===== src/rtl/core/assert_macros.svh =====
// ----------------------------------------------------------------------------
// Assertion macros
// Shared concurrent assertion helpers for the event stream parser RTL.
// ----------------------------------------------------------------------------
`ifndef ASSERT_MACROS_SVH
`define ASSERT_MACROS_SVH
`ifndef ASSERT_OFF
// Clocked assertion that is switched off while reset is asserted.
`define ASSERT_RST(label, clk, rst_n, prop) \
  label: assert property (@(posedge clk) disable iff (!rst_n) (prop)) \
    else $error("assertion failed");
// Clocked assertion that is checked in reset as well.
`define ASSERT_ALWAYS(label, clk, prop) \
  label: assert property (@(posedge clk) (prop)) else $error("assertion failed");
`else
`define ASSERT_RST(label, clk, rst_n, prop)
`define ASSERT_ALWAYS(label, clk, prop)
`endif
`endif


===== src/rtl/core/xesp_pkg.sv =====
// ----------------------------------------------------------------------------
// xesp_pkg
// Types, codes and constants shared by the extended MIDI event stream parser.
// ----------------------------------------------------------------------------
package xesp_pkg;

  // Widths and queue sizing.
  localparam int unsigned PosBits      = 24;
  localparam int unsigned LenBits      = 24;
  localparam int unsigned QueueDepth   = 4;
  localparam int unsigned QueuePtrBits = $clog2(QueueDepth);

  // Byte values of the event stream.
  localparam logic [7:0] ByteMeta      = 8'hFF;
  localparam logic [7:0] ByteDelayCont = 8'h7F;
  localparam logic [7:0] MetaText      = 8'h21;
  localparam logic [7:0] MetaEnd       = 8'h2F;
  localparam logic [7:0] MetaTempo     = 8'h51;
  localparam logic [7:0] MetaOffset    = 8'h54;
  localparam logic [7:0] MetaTimeSig   = 8'h58;
  localparam logic [7:0] MetaKeySig    = 8'h59;

  // Command nibbles that are understood.
  localparam logic [3:0] CmdNote    = 4'h9;
  localparam logic [3:0] CmdCtl     = 4'hB;
  localparam logic [3:0] CmdProgram = 4'hC;
  localparam logic [3:0] CmdBend    = 4'hE;

  // Result kinds.
  typedef enum logic [3:0] {
    KIND_CTL     = 4'd0,
    KIND_BEND    = 4'd1,
    KIND_PROGRAM = 4'd2,
    KIND_NOTE_ON = 4'd3,
    KIND_DELAY   = 4'd4,
    KIND_TEMPO   = 4'd5,
    KIND_END     = 4'd6,
    KIND_META    = 4'd7,
    KIND_SHORT   = 4'd8,
    KIND_ERROR   = 4'd9
  } kind_e;

  // Parser phases, one-hot.
  typedef enum logic [7:0] {
    PH_STATUS = 8'b0000_0001,
    PH_FIRST  = 8'b0000_0010,
    PH_SECOND = 8'b0000_0100,
    PH_DUR    = 8'b0000_1000,
    PH_MTYPE  = 8'b0001_0000,
    PH_MSIZE  = 8'b0010_0000,
    PH_MDATA  = 8'b0100_0000,
    PH_DELAY  = 8'b1000_0000
  } phase_e;

  typedef struct packed {
    kind_e       kind;
    logic [3:0]  channel;
    logic [7:0]  first_data;
    logic [7:0]  second_data;
    logic [31:0] value;
  } result_t;

  // One queue entry holds the one or two results caused by a byte.
  typedef struct packed {
    logic    two;
    result_t res0;
    result_t res1;
  } entry_t;

  typedef struct packed {
    logic       known;
    logic [7:0] size;
  } meta_size_t;

  // Expected payload size of the known meta event types.
  function automatic meta_size_t meta_size(input logic [7:0] mtype);
    meta_size_t r;
    r.known = 1'b1;
    case (mtype)
      MetaText:    r.size = 8'd1;
      MetaEnd:     r.size = 8'd0;
      MetaTempo:   r.size = 8'd3;
      MetaOffset:  r.size = 8'd5;
      MetaTimeSig: r.size = 8'd4;
      MetaKeySig:  r.size = 8'd2;
      default: begin
        r.known = 1'b0;
        r.size  = 8'd0;
      end
    endcase
    return r;
  endfunction

  function automatic result_t make_result(input kind_e kind, input logic [3:0] ch,
                                          input logic [7:0] a, input logic [7:0] b,
                                          input logic [31:0] v);
    result_t r;
    r.kind        = kind;
    r.channel     = ch;
    r.first_data  = a;
    r.second_data = b;
    r.value       = v;
    return r;
  endfunction

endpackage


===== src/rtl/core/xesp_front.sv =====
// ----------------------------------------------------------------------------
// xesp_front
// Byte-level decoder: one byte per cycle while the queue has room; tracks the
// parse phase and pushes the results caused by each byte as one queue entry.
// ----------------------------------------------------------------------------
module xesp_front (
  input  logic                   clk_i,
  input  logic                   rst_ni,
  input  logic                   cfg_valid_i,
  input  logic [23:0]            sequence_length_i,
  input  logic                   in_valid_i,
  input  logic [7:0]             data_byte_i,
  input  logic                   start_of_sequence_i,
  input  logic                   q_full_i,
  output logic                   in_stall_o,
  output logic                   push_o,
  output xesp_pkg::entry_t       entry_o
);

  logic [xesp_pkg::LenBits-1:0] len_q;
  logic [xesp_pkg::PosBits-1:0] pos_q, pos_d, pos_s, pos_inc;
  xesp_pkg::phase_e             phase_q, phase_d, phase_s;
  logic [3:0]                   cmd_q, cmd_d, chan_q, chan_d;
  logic [7:0]                   first_q, first_d, second_q, second_d;
  logic [31:0]                  acc_q, acc_d, acc_sum, acc_dur, acc_meta;
  logic [7:0]                   mleft_q, mleft_d, mleft_dec;
  logic                         fin_q, fin_d, fin_s;
  logic                         accept;
  logic                         do_status;
  logic                         a_v, b_v;
  xesp_pkg::result_t            res_a, res_b;
  logic [31:0]                  len32, pos32, pos_inc32, left32;
  xesp_pkg::meta_size_t         msz;
  logic [7:0]                   b;

  assign accept     = in_valid_i && !q_full_i;
  assign in_stall_o = q_full_i;
  assign b          = data_byte_i;

  // Start of sequence clears position, phase and the finished flag first.
  assign pos_s   = start_of_sequence_i ? '0 : pos_q;
  assign phase_s = start_of_sequence_i ? xesp_pkg::PH_STATUS : phase_q;
  assign fin_s   = start_of_sequence_i ? 1'b0 : fin_q;

  // Saturating position advance and widened compare operands.
  assign pos_inc   = (&pos_s) ? pos_s : pos_s + 1'b1;
  assign len32     = 32'(len_q);
  assign pos32     = 32'(pos_s);
  assign pos_inc32 = 32'(pos_inc);
  assign left32    = len32 - pos32;

  assign acc_sum   = acc_q + 32'(b);
  assign acc_dur   = {acc_q[24:0], b[6:0]};
  assign acc_meta  = {acc_q[23:0], b};
  assign mleft_dec = (mleft_q != 8'd0) ? mleft_q - 8'd1 : 8'd0;
  assign msz       = xesp_pkg::meta_size(first_q);

  // Phase decoder.
  always_comb begin
    pos_d     = pos_s;
    phase_d   = phase_s;
    fin_d     = fin_s;
    cmd_d     = cmd_q;
    chan_d    = chan_q;
    first_d   = first_q;
    second_d  = second_q;
    acc_d     = acc_q;
    mleft_d   = mleft_q;
    do_status = 1'b0;
    a_v       = 1'b0;
    b_v       = 1'b0;
    res_a     = xesp_pkg::make_result(xesp_pkg::KIND_DELAY, 4'd0, 8'd0, 8'd0, acc_q);
    res_b     = xesp_pkg::make_result(xesp_pkg::KIND_SHORT, 4'd0, 8'd0, 8'd0, 32'd0);

    if (!fin_s) begin
      case (phase_s)
        xesp_pkg::PH_DELAY: begin
          if (pos32 >= len32) begin
            a_v   = (acc_q != 32'd0);
            fin_d = 1'b1;
          end else if (b[7]) begin
            // A status byte ends the delay and is decoded in the same cycle.
            a_v       = (acc_q != 32'd0);
            phase_d   = xesp_pkg::PH_STATUS;
            do_status = 1'b1;
          end else begin
            acc_d = acc_sum;
            pos_d = pos_inc;
            res_a = xesp_pkg::make_result(xesp_pkg::KIND_DELAY, 4'd0, 8'd0, 8'd0,
                                          acc_sum);
            if (!(b == xesp_pkg::ByteDelayCont && pos_inc32 < len32)) begin
              a_v     = (acc_sum != 32'd0);
              phase_d = xesp_pkg::PH_STATUS;
            end
          end
        end
        xesp_pkg::PH_FIRST: begin
          first_d = b;
          pos_d   = pos_inc;
          if (cmd_q == xesp_pkg::CmdProgram) begin
            a_v     = 1'b1;
            res_a   = xesp_pkg::make_result(xesp_pkg::KIND_PROGRAM, chan_q, b, 8'd0,
                                            32'd0);
            acc_d   = 32'd0;
            phase_d = xesp_pkg::PH_DELAY;
          end else begin
            phase_d = xesp_pkg::PH_SECOND;
          end
        end
        xesp_pkg::PH_SECOND: begin
          second_d = b;
          pos_d    = pos_inc;
          acc_d    = 32'd0;
          if (cmd_q == xesp_pkg::CmdNote) begin
            phase_d = xesp_pkg::PH_DUR;
          end else begin
            a_v     = 1'b1;
            res_a   = xesp_pkg::make_result(
                        (cmd_q == xesp_pkg::CmdCtl) ? xesp_pkg::KIND_CTL
                                                    : xesp_pkg::KIND_BEND,
                        chan_q, first_q, b, 32'd0);
            phase_d = xesp_pkg::PH_DELAY;
          end
        end
        xesp_pkg::PH_DUR: begin
          pos_d = pos_inc;
          if (!(b[7] && pos_inc32 < len32)) begin
            a_v     = 1'b1;
            res_a   = xesp_pkg::make_result(xesp_pkg::KIND_NOTE_ON, chan_q, first_q,
                                            second_q, acc_dur);
            acc_d   = 32'd0;
            phase_d = xesp_pkg::PH_DELAY;
          end else begin
            acc_d = acc_dur;
          end
        end
        xesp_pkg::PH_MTYPE: begin
          first_d = b;
          pos_d   = pos_inc;
          phase_d = xesp_pkg::PH_MSIZE;
        end
        xesp_pkg::PH_MSIZE: begin
          second_d = b;
          pos_d    = pos_inc;
          if (!msz.known || msz.size != b) begin
            fin_d = 1'b1;
            a_v   = 1'b1;
            res_a = xesp_pkg::make_result(xesp_pkg::KIND_ERROR, 4'd0, first_q, b,
                                          32'd0);
          end else if (b == 8'd0) begin
            fin_d = 1'b1;
            a_v   = 1'b1;
            res_a = xesp_pkg::make_result(xesp_pkg::KIND_END, 4'd0, first_q, 8'd0,
                                          32'd0);
          end else begin
            mleft_d = b;
            acc_d   = 32'd0;
            phase_d = xesp_pkg::PH_MDATA;
          end
        end
        xesp_pkg::PH_MDATA: begin
          pos_d   = pos_inc;
          mleft_d = mleft_dec;
          if (mleft_dec == 8'd0) begin
            a_v     = 1'b1;
            res_a   = xesp_pkg::make_result(
                        (first_q == xesp_pkg::MetaTempo) ? xesp_pkg::KIND_TEMPO
                                                         : xesp_pkg::KIND_META,
                        4'd0, first_q, 8'd0, acc_meta);
            acc_d   = 32'd0;
            phase_d = xesp_pkg::PH_DELAY;
          end else begin
            acc_d = acc_meta;
          end
        end
        default: begin
          phase_d   = xesp_pkg::PH_STATUS;
          do_status = 1'b1;
        end
      endcase

      // Status byte handling, shared by the status phase and a broken delay.
      if (do_status) begin
        if (pos32 >= len32) begin
          fin_d = 1'b1;
        end else if (left32 < 32'd3) begin
          fin_d = 1'b1;
          b_v   = 1'b1;
        end else begin
          pos_d = pos_inc;
          if (b[7]) begin
            if (b == xesp_pkg::ByteMeta) begin
              phase_d = xesp_pkg::PH_MTYPE;
            end else begin
              cmd_d  = b[7:4];
              chan_d = b[3:0];
              if (b[7:4] == xesp_pkg::CmdCtl || b[7:4] == xesp_pkg::CmdBend ||
                  b[7:4] == xesp_pkg::CmdProgram || b[7:4] == xesp_pkg::CmdNote) begin
                phase_d = xesp_pkg::PH_FIRST;
              end else begin
                fin_d = 1'b1;
                b_v   = 1'b1;
                res_b = xesp_pkg::make_result(xesp_pkg::KIND_ERROR, b[3:0], b, 8'd0,
                                              32'd0);
              end
            end
          end
        end
      end
    end
  end

  // Pack the results of this byte into one queue entry.
  always_comb begin
    entry_o.two  = a_v && b_v;
    entry_o.res0 = a_v ? res_a : res_b;
    entry_o.res1 = res_b;
  end
  assign push_o = accept && (a_v || b_v);

  // Configuration register.
  always_ff @(posedge clk_i or negedge rst_ni) begin
    if (!rst_ni) begin
      len_q <= '0;
    end else if (cfg_valid_i) begin
      len_q <= xesp_pkg::LenBits'(sequence_length_i);
    end
  end

  // Parser state.
  always_ff @(posedge clk_i or negedge rst_ni) begin
    if (!rst_ni) begin
      pos_q    <= '0;
      phase_q  <= xesp_pkg::PH_STATUS;
      fin_q    <= 1'b0;
      cmd_q    <= '0;
      chan_q   <= '0;
      first_q  <= '0;
      second_q <= '0;
      acc_q    <= '0;
      mleft_q  <= '0;
    end else if (accept) begin
      pos_q    <= pos_d;
      phase_q  <= phase_d;
      fin_q    <= fin_d;
      cmd_q    <= cmd_d;
      chan_q   <= chan_d;
      first_q  <= first_d;
      second_q <= second_d;
      acc_q    <= acc_d;
      mleft_q  <= mleft_d;
    end
  end

endmodule


===== src/rtl/core/xesp_queue.sv =====
// ----------------------------------------------------------------------------
// xesp_queue
// Short FIFO of result entries between the decoder and the output stage.
// ----------------------------------------------------------------------------
module xesp_queue (
  input  logic             clk_i,
  input  logic             rst_ni,
  input  logic             push_i,
  input  xesp_pkg::entry_t entry_i,
  input  logic             pop_i,
  output xesp_pkg::entry_t head_o,
  output logic             empty_o,
  output logic             full_o
);

  xesp_pkg::entry_t                  mem_q [xesp_pkg::QueueDepth];
  logic [xesp_pkg::QueuePtrBits-1:0] wr_q, rd_q;
  logic [xesp_pkg::QueuePtrBits:0]   count_q, count_d;

  assign empty_o = (count_q == '0);
  assign full_o  = (count_q == (xesp_pkg::QueuePtrBits+1)'(xesp_pkg::QueueDepth));
  assign head_o  = mem_q[rd_q];

  // Occupancy follows pushes and pops.
  always_comb begin
    count_d = count_q;
    if (push_i && !pop_i) begin
      count_d = count_q + 1'b1;
    end else if (pop_i && !push_i) begin
      count_d = count_q - 1'b1;
    end
  end

  // Pointers and occupancy.
  always_ff @(posedge clk_i or negedge rst_ni) begin
    if (!rst_ni) begin
      wr_q    <= '0;
      rd_q    <= '0;
      count_q <= '0;
    end else begin
      count_q <= count_d;
      if (push_i) begin
        wr_q <= wr_q + 1'b1;
      end
      if (pop_i) begin
        rd_q <= rd_q + 1'b1;
      end
    end
  end

  // Entry storage.
  always_ff @(posedge clk_i) begin
    if (push_i) begin
      mem_q[wr_q] <= entry_i;
    end
  end

endmodule


===== src/rtl/core/xesp_back.sv =====
// ----------------------------------------------------------------------------
// xesp_back
// Output stage: walks each queue entry one result at a time into the
// output register and marks the final result of every byte.
// ----------------------------------------------------------------------------
module xesp_back (
  input  logic              clk_i,
  input  logic              rst_ni,
  input  xesp_pkg::entry_t  head_i,
  input  logic              empty_i,
  output logic              pop_o,
  input  logic              out_stall_i,
  output logic              out_valid_o,
  output xesp_pkg::result_t out_o,
  output logic              last_o
);

  logic              valid_q, valid_d;
  logic              sel_q;
  logic              load;
  xesp_pkg::result_t out_q;
  logic              last_q;

  // Load when a result is waiting and the register is free or draining.
  assign load    = !empty_i && (!valid_q || !out_stall_i);
  assign pop_o   = load && (!head_i.two || sel_q);
  assign valid_d = load ? 1'b1 : (valid_q && out_stall_i);

  always_ff @(posedge clk_i or negedge rst_ni) begin
    if (!rst_ni) begin
      valid_q <= 1'b0;
      sel_q   <= 1'b0;
    end else begin
      valid_q <= valid_d;
      if (load) begin
        sel_q <= head_i.two && !sel_q;
      end
    end
  end

  // Output payload.
  always_ff @(posedge clk_i) begin
    if (load) begin
      out_q  <= sel_q ? head_i.res1 : head_i.res0;
      last_q <= !head_i.two || sel_q;
    end
  end

  assign out_valid_o = valid_q;
  assign out_o       = out_q;
  assign last_o      = last_q;

endmodule


===== src/rtl/core/xmi_event_stream_parser_top.sv =====
// ----------------------------------------------------------------------------
// xmi_event_stream_parser_top
// Extended MIDI event chunk parser: bytes in, decoded events out.
// ----------------------------------------------------------------------------
// The parser takes one byte of the event chunk in every cycle. A byte causes
// zero, one or two results; they are queued in a four-entry FIFO as one entry
// and leave through the output register one result per cycle while the output
// is not stalled. A result is written into the FIFO when its byte is taken
// and then loaded into the output register. The input stalls only while the
// FIFO is full.
// The sequence length register is written through the configuration channel,
// which is always ready; write it only while the parser is idle.
`include "assert_macros.svh"

module xmi_event_stream_parser_top (
  input  logic        clk_i,
  input  logic        rst_ni,
  input  logic        cfg_valid_i,
  output logic        cfg_ready_o,
  input  logic [23:0] sequence_length_i,
  input  logic        in_valid_i,
  output logic        in_stall_o,
  input  logic [7:0]  data_byte_i,
  input  logic        start_of_sequence_i,
  output logic        out_valid_o,
  input  logic        out_stall_i,
  output logic [3:0]  kind_o,
  output logic [3:0]  channel_o,
  output logic [7:0]  first_data_o,
  output logic [7:0]  second_data_o,
  output logic [31:0] value_o,
  output logic        last_o
);

  logic              push, pop, q_empty, q_full;
  xesp_pkg::entry_t  entry, head;
  xesp_pkg::result_t out_res;

  assign cfg_ready_o = 1'b1;

  // Decoder.
  xesp_front u_front (
    .clk_i              (clk_i),
    .rst_ni             (rst_ni),
    .cfg_valid_i        (cfg_valid_i),
    .sequence_length_i  (sequence_length_i),
    .in_valid_i         (in_valid_i),
    .data_byte_i        (data_byte_i),
    .start_of_sequence_i(start_of_sequence_i),
    .q_full_i           (q_full),
    .in_stall_o         (in_stall_o),
    .push_o             (push),
    .entry_o            (entry)
  );

  // Result queue.
  xesp_queue u_queue (
    .clk_i  (clk_i),
    .rst_ni (rst_ni),
    .push_i (push),
    .entry_i(entry),
    .pop_i  (pop),
    .head_o (head),
    .empty_o(q_empty),
    .full_o (q_full)
  );

  // Output stage.
  xesp_back u_back (
    .clk_i      (clk_i),
    .rst_ni     (rst_ni),
    .head_i     (head),
    .empty_i    (q_empty),
    .pop_o      (pop),
    .out_stall_i(out_stall_i),
    .out_valid_o(out_valid_o),
    .out_o      (out_res),
    .last_o     (last_o)
  );

  assign kind_o        = out_res.kind;
  assign channel_o     = out_res.channel;
  assign first_data_o  = out_res.first_data;
  assign second_data_o = out_res.second_data;
  assign value_o       = out_res.value;

  // The decoder never writes into a full queue.
  `ASSERT_RST(a_no_overflow, clk_i, rst_ni, push |-> !q_full)
  // The second result of a byte follows its first transfer directly.
  `ASSERT_RST(a_pair_follows, clk_i, rst_ni, out_valid_o && !out_stall_i && !last_o |=> out_valid_o)
  // Nothing reaches the output without passing through the queue.
  `ASSERT_RST(a_empty_idle, clk_i, rst_ni, q_empty && !out_valid_o |=> !out_valid_o)
  // The output register is empty once reset has been applied.
  `ASSERT_ALWAYS(a_reset_idle, clk_i, !rst_ni |=> !out_valid_o)

endmodule

===== config.mk =====
export PLATFORM = sky130hd
export DESIGN_NAME = xmi_event_stream_parser_top
export DESIGN_NICKNAME = d
export VERILOG_FILES = /design/src/rtl/core/xesp_pkg.sv /design/src/rtl/core/xesp_front.sv /design/src/rtl/core/xesp_queue.sv /design/src/rtl/core/xesp_back.sv /design/src/rtl/core/xmi_event_stream_parser_top.sv
export VERILOG_INCLUDE_DIRS = /design/src /design/src/rtl/core
export SDC_FILE = /design/constraint.sdc
export NUM_CORES = 1
export LEC_CHECK = 0
export ABC_CLOCK_PERIOD_IN_PS = 9450
export BUFFER_PORTS_ARGS = -buffer_cell sky130_fd_sc_hd__buf_2
export CAP_MARGIN = 20
export CELL_PAD_IN_SITES_DETAIL_PLACEMENT = 0
export CELL_PAD_IN_SITES_GLOBAL_PLACEMENT = 1
export CORE_MARGIN = 1.5
export CORE_UTILIZATION = 40
export DETAILED_ROUTE_END_ITERATION = 6
export PLACE_DENSITY_LB_ADDON = 0.1
export RECOVER_POWER = 50
export SKIP_LAST_GASP = 1
export SLEW_MARGIN = 25
export SYNTH_ARGS = -nofsm -noshare
export SYNTH_HDL_FRONTEND = slang
export SYNTH_SLANG_ARGS = --single-unit

===== constraint.sdc =====
create_clock -name clk_i -period 9.45 [get_ports clk_i]
set_input_delay 1.4175 -clock clk_i [delete_from_list [all_inputs] [get_ports clk_i]]
set_output_delay 1.4175 -clock clk_i [all_outputs]
set_load 0.01 [all_outputs]

==> results.txt, run 1 <==
DRT Pass-1 Iters -> 7
Commonest cells post-synth -> edfxtp_1, nand2_1, nor2_1
total track usage -> 23.23%
hold path depth -> 1
post-route worst setup slack -> 1.312 ns
Seq pwr share -> 42.6%
Gate Count Post-Synth -> 2010
Synth area leaders -> edfxtp_1, dfrtp_1, mux4_2
status -> finished with violations
total negative setup slack -> 0 ns
final core area utilization -> 45.40%
Slew HR -> -250.9%
num rows -> 88
# H-tree levels -> 2
top_reg_cell synth -> edfxtp_1
capture point of the worst reg-to-reg path -> u_queue.mem_q[0][110]
failing checks -> capacitance limit, slew limit
Core Footprint -> 57810 um2
area share of the leading cell type in the synthesized netlist -> 40.66%
Residual DRC -> 0
maxcap violations -> 6
vias -> 17120
crit end category -> register
die area -> 59990 um2
total gr overflow -> 0
crit path DAT -> 8.43 ns
area leader, netlist -> edfxtp_1
Skew-Pair Late Insertion Delay -> 0.61 ns
CP bufs+invs -> 5
fill cell count -> 5397
Avg WL per Cell -> 24.36 um
final WL -> 69850 um
number of DRC markers in iteration 0 -> 1926
Synth Cell Area -> 23410 um2
clock buffer depth -> 3
Num CTS Buffers -> 50
R2R cell count -> 26
post-CTS sizing -> 0
GP Congestion -> 0.8693
critical-path maximum fanout -> 22
switch share -> 34.05%
Final Critical Period -> 8.138 ns
vias in the first global route -> 16610
Final Setup Violations -> 0
slowest CP cell -> nor2_4
Root Driver -> clkbuf_16
internal power -> 4.302 mW
final net count -> 2166
Tcrit/Tclk final -> 86.12%
CTS tree -> built
clock power share -> 29.9%
dpl ws -> 1.231 ns
number of antenna violations at the first check in global routing -> 0
Synth Register Bits -> 447
Area Overhead vs Synth -> 12.09%
leakage -> 9.147 nW
most numerous cell in the Yosys netlist -> edfxtp_1
RSZ-0062 raised after global routing -> no
Worst Setup Start Kind -> input pin
vias per cell -> 5.970
initial core utilization -> 40.50%
Critical Path RT -> 9.74 ns
share of cells above drive strength 1 -> 12.66%
CP top delay family -> simple AND/OR/NAND/NOR gates
Detail Route Antenna Nets -> 0
Final HPWL DP -> 48320 um
CTS Hold Buffers Added -> 0
pin count of the biggest net entering global routing -> 88
Worst R2R Start -> u_front.pos_q[1]
peak supply drop -> 0.0001500 V
area of the multi-input gates -> 9915 um2
net switching power -> 2.221 mW
FF+latch area -> 12780 um2
PwrDens -> 248.6 nW/um2
first-pass GRT wire length -> 105600 um
Post-CTS Repair Setup Buffers -> 0
Hold Path Origin -> u_queue.count_q[2]
sequential area share after synthesis -> 54.56%
Post-synth ARST share -> 29.08%
skew final -> 0.02858 ns
Die H -> 244.9 um
clock sink total -> 447
Worst R2R Setup Slack -> 2.36 ns
IO buf count -> 96
Post-synth EDFFs -> 317
clock slew at reported path FFs -> 0.06 ns
Logic pwr share -> 27.5%
Ys Warns -> 0
die width -> 244.9 um
Hold Path End -> u_queue.count_q[2]
Syn Nets -> 2113
Slew Limit Fails -> 300
maximum clock frequency -> 0.1229 GHz
worst setup path category -> input pin to register
crit-path max cell delay -> 0.69 ns
num ports -> 98
Netlist cell types -> 91
class of the worst hold path -> register to register
Post-Syn Area per Cell -> 11.65 um2
Slew @ Worst Pin -> 5.264 ns
Final Hold Fails -> 0
## power groups by stage
stage | Sequential, mW | Combinational (mW) | Clock (mW)
after detailed placement | 2.80 | 1.83 | 0
final | 2.78 | 1.79 | 1.95
after CTS | 2.76 | 1.84 | 1.99
after global placement | 2.80 | 1.83 | 0
after global routing | 2.81 | 1.98 | 2.06
after floorplan | 2.67 | 1.31 | 0
## area by class of cell
| type | instances | share of cell area, % |
|---|---|---|
| multi-input combinational | 1361 | 37.78 |
| clock inverter | 35 | 1.387 |
| sequential | 447 | 48.68 |
| inverter | 71 | 1.016 |
| tap | 765 | 3.647 |
| antenna | 1 | 0.009536 |
| clock buffer | 55 | 4.839 |
| timing repair buffer | 132 | 2.637 |
## metal layers
layer | global-route usage, % | vias to the layer above | share of wire (%)
met5 | 0 | - | 0
met4 | 5.574 | 0 | 2.0
met3 | 4.089 | 90 | 7.1
met2 | 35.78 | 663 | 45
met1 | 34.04 | 8522 | 46
li1 | - | 7840 | -
## flip-flops by register name, summed over array words and instances, names as in the netlist, 2 cells and up
name / count
u_queue.count_q: 3
u_front.chan_q: 4
u_front.cmd_q: 4
u_front.phase_q: 8
u_front.mleft_q: 8
u_front.pos_q: 24
u_front.second_q: 8
u_front.len_q: 24
u_queue.wr_q: 2
u_front.first_q: 8
u_queue.mem_q: 260
u_front.acc_q: 32
u_back.out_o: 56
u_queue.rd_q: 2
## how the worst max path moves through the flow
stage,start,end,slack (ns),depth (start not counted)
after detailed placement,start_of_sequence_i,u_queue.mem_q[0][110],1.23,27
final,start_of_sequence_i,u_queue.mem_q[0][110],1.31,26
after floorplan,start_of_sequence_i,u_queue.mem_q[0][100],-0.36,28
after CTS,start_of_sequence_i,u_queue.mem_q[0][110],1.87,27
after global routing,start_of_sequence_i,u_queue.mem_q[0][44],0.72,26
after global placement,start_of_sequence_i,u_queue.mem_q[0][110],1.42,27
## metrics by stage
step / total power [mW] / hold WS (ns) / std cells / cell area, um2
after global routing: 6.854 / 0.5169 / 2866 / 26240
after floorplan: 3.974 / 0.4560 / 2010 / 23410
after detailed placement: 4.634 / 0.4837 / 2776 / 24760
final: 6.523 / 0.5034 / 2867 / 26240
after global placement: 4.629 / 0.4803 / 2776 / 24760
after CTS: 6.592 / 0.5045 / 2866 / 26400
## placed cells by master, fill, tap and decap left out, drive strengths merged, types with 36 or more instances in the layout
cell,count
nand4,36
nor2,144
o21ai,121
nand3,37
nor2b,61
mux4,65
clkbuf,126
nor3,42
dfrtp,129
nand2,146
a21oi,133
a222oi,39
buf,61
inv,74
ha,62
edfxtp,317
## kinds of logic after synthesis
family | Yosys count | synth area share, %
buffers and inverters | 202 | 3.351
multiplexers | 101 | 7.941
AO/OA/AOI/OAI | 500 | 14.42
adder cells (fa/ha/maj) | 65 | 3.570
flip-flops | 447 | 54.56
other | 1 | 0.01602
AND/OR/NAND/NOR | 634 | 13.90
XOR/XNOR | 60 | 2.245
No activity file was read; power rests on OpenSTA's default activity.
==> run 2, diff against run 1 <==
--- a/config.mk
+++ b/config.mk
@@ -16,2 +16,3 @@
 export DETAILED_ROUTE_END_ITERATION = 6
+export GPL_ROUTABILITY_DRIVEN = 0
 export PLACE_DENSITY_LB_ADDON = 0.1
==> constraint.sdc (replaced) <==
create_clock -name clk_i -period 9.45 [get_ports clk_i]
set_input_delay 1.89 -clock clk_i [delete_from_list [all_inputs] [get_ports clk_i]]
set_output_delay 1.89 -clock clk_i [all_outputs]
set_load 0.01 [all_outputs]
==> run 2 against run 1 <==
The run ends with DRC, capacitance limit, slew limit left. Die area unchanged. Register-to-register slack better by 0.11 ns. Clock-buffer cell count up 1. Non-clock buffer count down 2. Total power down 0.19%. Core utilization about the same. Critical path depth down 1. Sequential share of layout area about the same. Combinational power about the same. Worst setup slack worse by 0.17 ns. Largest cell class unchanged.
==> results.txt, run 2 (synthesis gave the netlist of run 1 again) <==
fill cell count -> 5412
first-pass GRT wire length -> 104600 um
Critical Path RT -> 9.82 ns
final WL -> 68190 um
CP most frequent cell -> nor2_1
maxcap violations -> 5
peak supply drop -> 0.0001583 V
num rows -> 88
vias -> 17140
Slew @ Worst Pin -> 4.917 ns
vias per cell -> 5.980
Final Setup Violations -> 0
leakage -> 9.149 nW
Residual DRC -> 3
die width -> 244.9 um
commonest non-fill, non-tap cells in the layout -> edfxtp_1, nand2_1, nor2_1, a21oi_1, dfrtp_1
status -> finished with violations
crit-path max cell delay -> 1.13 ns
area of the multi-input gates -> 9945 um2
skew final -> 0.02801 ns
commonest non-fill, non-tap cell in the layout -> edfxtp_1
largest register by flop count -> u_queue.mem_q
initial core utilization -> 40.50%
pin count of the biggest net entering global routing -> 83
CTS Hold Buffers Added -> 0
Final Critical Period -> 8.306 ns
Slew HR -> -227.8%
total track usage -> 22.79%
DRT Pass-1 Iters -> 7
die area -> 59990 um2
Final HPWL DP -> 47100 um
met2 usage -> 34.96%
Die H -> 244.9 um
Avg WL per Cell -> 23.79 um
dpl ws -> 0.6087 ns
Area Overhead vs Synth -> 12.16%
M1 GR Usage -> 33.68%
number of DRC markers in iteration 0 -> 1631
critical-path maximum fanout -> 29
Root Driver -> clkbuf_16
clock slew at reported path FFs -> 0.06 ns
share of cells above drive strength 1 -> 12.76%
IO buf count -> 96
final core area utilization -> 45.43%
worst setup path category -> input pin to register
num ports -> 98
Post-CTS Repair Setup Buffers -> 0
Skew-Pair Late Insertion Delay -> 0.60 ns
Slew Limit Fails -> 269
FF+latch area -> 12780 um2
Post-Place Cells -> 2774
Power Total -> 6.511 mW
vias in the first global route -> 16700
clock sink total -> 447
failing checks -> DRC, capacitance limit, slew limit
class of the worst hold path -> register to register
crit path DAT -> 8.67 ns
total gr overflow -> 0
Detail Route Antenna Nets -> 0
RSZ-0062 raised after global routing -> no
Final Cell Area -> 26260 um2
maximum clock frequency -> 0.1204 GHz
post-CTS sizing -> 0
final net count -> 2163
Final Hold Fails -> 0
Core Footprint -> 57810 um2
slowest CP cell -> clkbuf_1
PwrDens -> 247.9 nW/um2
clock buffer depth -> 3
number of antenna violations at the first check in global routing -> 2
Largest register FFs -> 260
# H-tree levels -> 2
Tcrit/Tclk final -> 87.89%
post-route insts no fill -> 2866
dpl cell area -> 24730 um2
Worst Setup Start Kind -> input pin
global route hottest layer -> met2
CTS tree -> built
Num CTS Buffers -> 49
crit end category -> register
post-route worst setup slack -> 1.144 ns
GR Util met3 -> 3.586%
==> run 2: critical path: cells and delay by family <==
kind                     cells  cell delay, ns
AND/OR/NAND/NOR             14            3.48
buffers and inverters        3            1.54
AO/OA/AOI/OAI                5            1.07
adder cells (fa/ha/maj)      2            0.54
XOR/XNOR                     1            0.14
==> run 2: layout make-up <==
class / count / area share, %
Inverter: 71 / 1.015
Tap cell: 765 / 3.645
Timing Repair Buffer: 130 / 2.540
Clock buffer: 56 / 4.770
Antenna cell: 1 / 0.009530
Sequential cell: 447 / 48.65
Multi-Input combinational cell: 1361 / 37.87
Clock inverter: 35 / 1.496
==> run 2: path summary, 6_finish.rpt <==
check                                       end                 from  slack (ns)  cells after the start
max in group asynchronous     u_front.len_q[14]               rst_ni        2.99                      2
setup reg to reg           u_queue.mem_q[3][65]     u_front.pos_q[1]        2.47                     24
setup / recovery           u_queue.mem_q[3][65]  start_of_sequence_i        1.14                     25
min in group asynchronous      u_front.len_q[1]               rst_ni        3.06                      1
hold / removal               u_queue.count_q[2]   u_queue.count_q[2]        0.49                      1
hold reg to reg              u_queue.count_q[2]   u_queue.count_q[2]        0.49                      1
==> run 2: stage by stage <==
| step | setup TNS, ns | hold slack, ns |
|---|---|---|
| final | 0 | 0.4865 |
| after detailed placement | 0 | 0.4755 |
| after global placement | 0 | 0.4778 |
| after global routing | 0 | 0.5242 |
| after floorplan | -216.35 | 0.4560 |
| after CTS | 0 | 0.4874 |
==> run 2: report_power, final <==
| group | total [mW] | switching, mW | internal [mW] |
|---|---|---|---|
| Combinational | 1.77 | 1.02 | 0.756 |
| Sequential | 2.77 | 0.337 | 2.43 |
| Clock | 1.97 | 0.814 | 1.15 |
==> run 2: routing by layer <==
layer / wire (um) / share of wire (%)
met1: 31570 / 46
met2: 30830 / 45
met3: 4346 / 6.4
met4: 1428 / 2.1
met5: 19 / 0.028
==> run 3, diff against run 2 <==
Settings changed: CORE_UTILIZATION 40 to 51.
==> run 3 against run 2 <==
Critical endpoint is now u_queue.mem_q[3][87]. Clock skew fell by 0.0050 ns. Highest routed layer unchanged. Sequential share of layout area up 0.70 points. The run still ends with DRC, capacitance limit, slew limit left. Wire length down 4.1%. Die area shrank 21%. Worst setup slack worse by 0.078 ns. Register-to-register slack got worse by 0.03 ns. Largest power group unchanged. Combinational power about the same. Flip-flop and latch count unchanged.
==> results.txt, run 3 (synthesis gave the netlist of run 1 again) <==
initial core utilization -> 51.59%
final net count -> 2161
Die H -> 217.3 um
Slew @ Worst Pin -> 3.666 ns
crit path DAT -> 8.66 ns
vias in the first global route -> 16630
Antenna Cells -> 0
total track usage -> 27.80%
Core Footprint -> 45380 um2
commonest non-fill, non-tap cells in the layout -> edfxtp_1, nand2_1, nor2_1, a21oi_1, dfrtp_1
PwrDens -> 245.7 nW/um2
Tcrit/Tclk final -> 88.72%
Largest register FFs -> 260
post-CTS sizing -> 0
dpl ws -> 0.8288 ns
CTS tree -> built
largest register by flop count -> u_queue.mem_q
total gr overflow -> 0
failing checks -> DRC, capacitance limit, slew limit
Worst Setup Start Kind -> input pin
switch share -> 33.61%
share of cells above drive strength 1 -> 12.21%
clock buffer depth -> 3
Detail Route Antenna Nets -> 0
IO buf count -> 96
class of the worst hold path -> register to register
Seq pwr share -> 43.8%
leakage -> 9.074 nW
maxcap violations -> 6
CTS Hold Buffers Added -> 0
die width -> 217.3 um
Post-Place Cells -> 2607
critical-path maximum fanout -> 23
Area Overhead vs Synth -> 10.56%
M1 GR Usage -> 40.81%
Slew HR -> -144.4%
Post-CTS Repair Setup Buffers -> 0
commonest non-fill, non-tap cell in the layout -> edfxtp_1
peak supply drop -> 0.0001884 V
crit end category -> register
Final HPWL DP -> 44560 um
Logic pwr share -> 27.7%
# H-tree levels -> 2
die area -> 47200 um2
Skew-Pair Late Insertion Delay -> 0.60 ns
first-pass GRT wire length -> 100300 um
Final Critical Period -> 8.384 ns
RSZ-0062 raised after global routing -> no
net switching power -> 2.137 mW
Critical Path RT -> 9.73 ns
num rows -> 78
Avg WL per Cell -> 24.25 um
Final Hold Fails -> 0
clock power share -> 28.5%
hold_ws -> 0.5005 ns
pin count of the biggest net entering global routing -> 67
global route hottest layer -> met2
worst setup path category -> input pin to register
internal power -> 4.222 mW
vias per cell -> 6.427
final WL -> 65390 um
Final Setup Violations -> 0
Num CTS Buffers -> 48
clock sink total -> 447
met2 usage -> 42.55%
maximum clock frequency -> 0.1193 GHz
number of antenna violations at the first check in global routing -> 2
post-route worst setup slack -> 1.066 ns
num ports -> 98
GR Util met3 -> 5.716%
DRT Pass-1 Iters -> 7
vias -> 17330
post-route insts no fill -> 2696
status -> finished with violations
Residual DRC -> 26
Slew Limit Fails -> 296
clock slew at reported path FFs -> 0.06 ns
skew final -> 0.02303 ns
number of DRC markers in iteration 0 -> 2101
Root Driver -> clkbuf_16
run 3: final timing paths:
kind	slack [ns]	cells past startpoint	startpoint	end
setup / recovery	1.07	27	start_of_sequence_i	u_queue.mem_q[3][87]
max in group asynchronous	1.91	3	rst_ni	u_front.acc_q[19]
setup reg to reg	2.44	26	u_front.pos_q[1]	u_queue.mem_q[3][87]
hold reg to reg	0.50	1	u_queue.count_q[2]	u_queue.count_q[2]
hold / removal	0.50	1	u_queue.count_q[2]	u_queue.count_q[2]
min in group asynchronous	2.55	1	rst_ni	u_front.len_q[2]
run 3: worst max-delay path: stages:
cell and delay [ns]:
clkbuf_1 0.39, nand2b_1 0.27, inv_1 0.07, ha_1 0.23, nand4_1 0.14, nor2_1 0.08, nand4_1 0.26, nor3b_1 0.23
buf_4 0.19, and4_1 0.30, nand4_1 0.22, or2_2 0.41, nor2_1 0.19, xnor2_1 0.15, nor2_1 0.06, ha_1 0.32
a21oi_1 0.14, nand2_1 0.07, a21oi_1 0.15, o211a_1 0.15, nor3b_1 0.45, a21boi_2 0.12, or3_1 0.51, o31a_1 0.37
a41oi_4 0.79, buf_4 0.36, a21oi_1 0.12
run 3: layer usage:
metal	up-vias	wire (um)
li1	7829	-
met1	8674	28370
met2	727	29730
met3	94	5821
met4	4	1433
met5	-	26
run 3: layout make-up:
class,count,area [um2]
multi-input combinational,1361,9943
clock buffer,65,1315
fill,3811,19500
inverter,71,266.5
timing repair buffer,129,626.9
clock inverter,23,206.4
tap,600,750.7
sequential,447,12780
run 3: through the flow:
step	TNS, ns	util, %	area [um2]	power, mW
6_report	0	57.04	25880	6.359
5_1_grt	0	57.04	25880	6.677
4_1_cts	0	57.30	26000	6.403
3_5_place_dp	0	53.94	24480	4.585
3_3_place_gp	0	53.94	24480	4.560
2_1_floorplan	-216.35	-	23410	3.974
run 3: power by group through the flow:
stage	registers (mW)	logic [mW]	clock network [mW]
finish	2.78	1.76	1.81
global route	2.82	1.93	1.93
CTS	2.77	1.79	1.85
detailed placement	2.81	1.78	0
global placement	2.80	1.76	0
floorplan	2.67	1.31	0
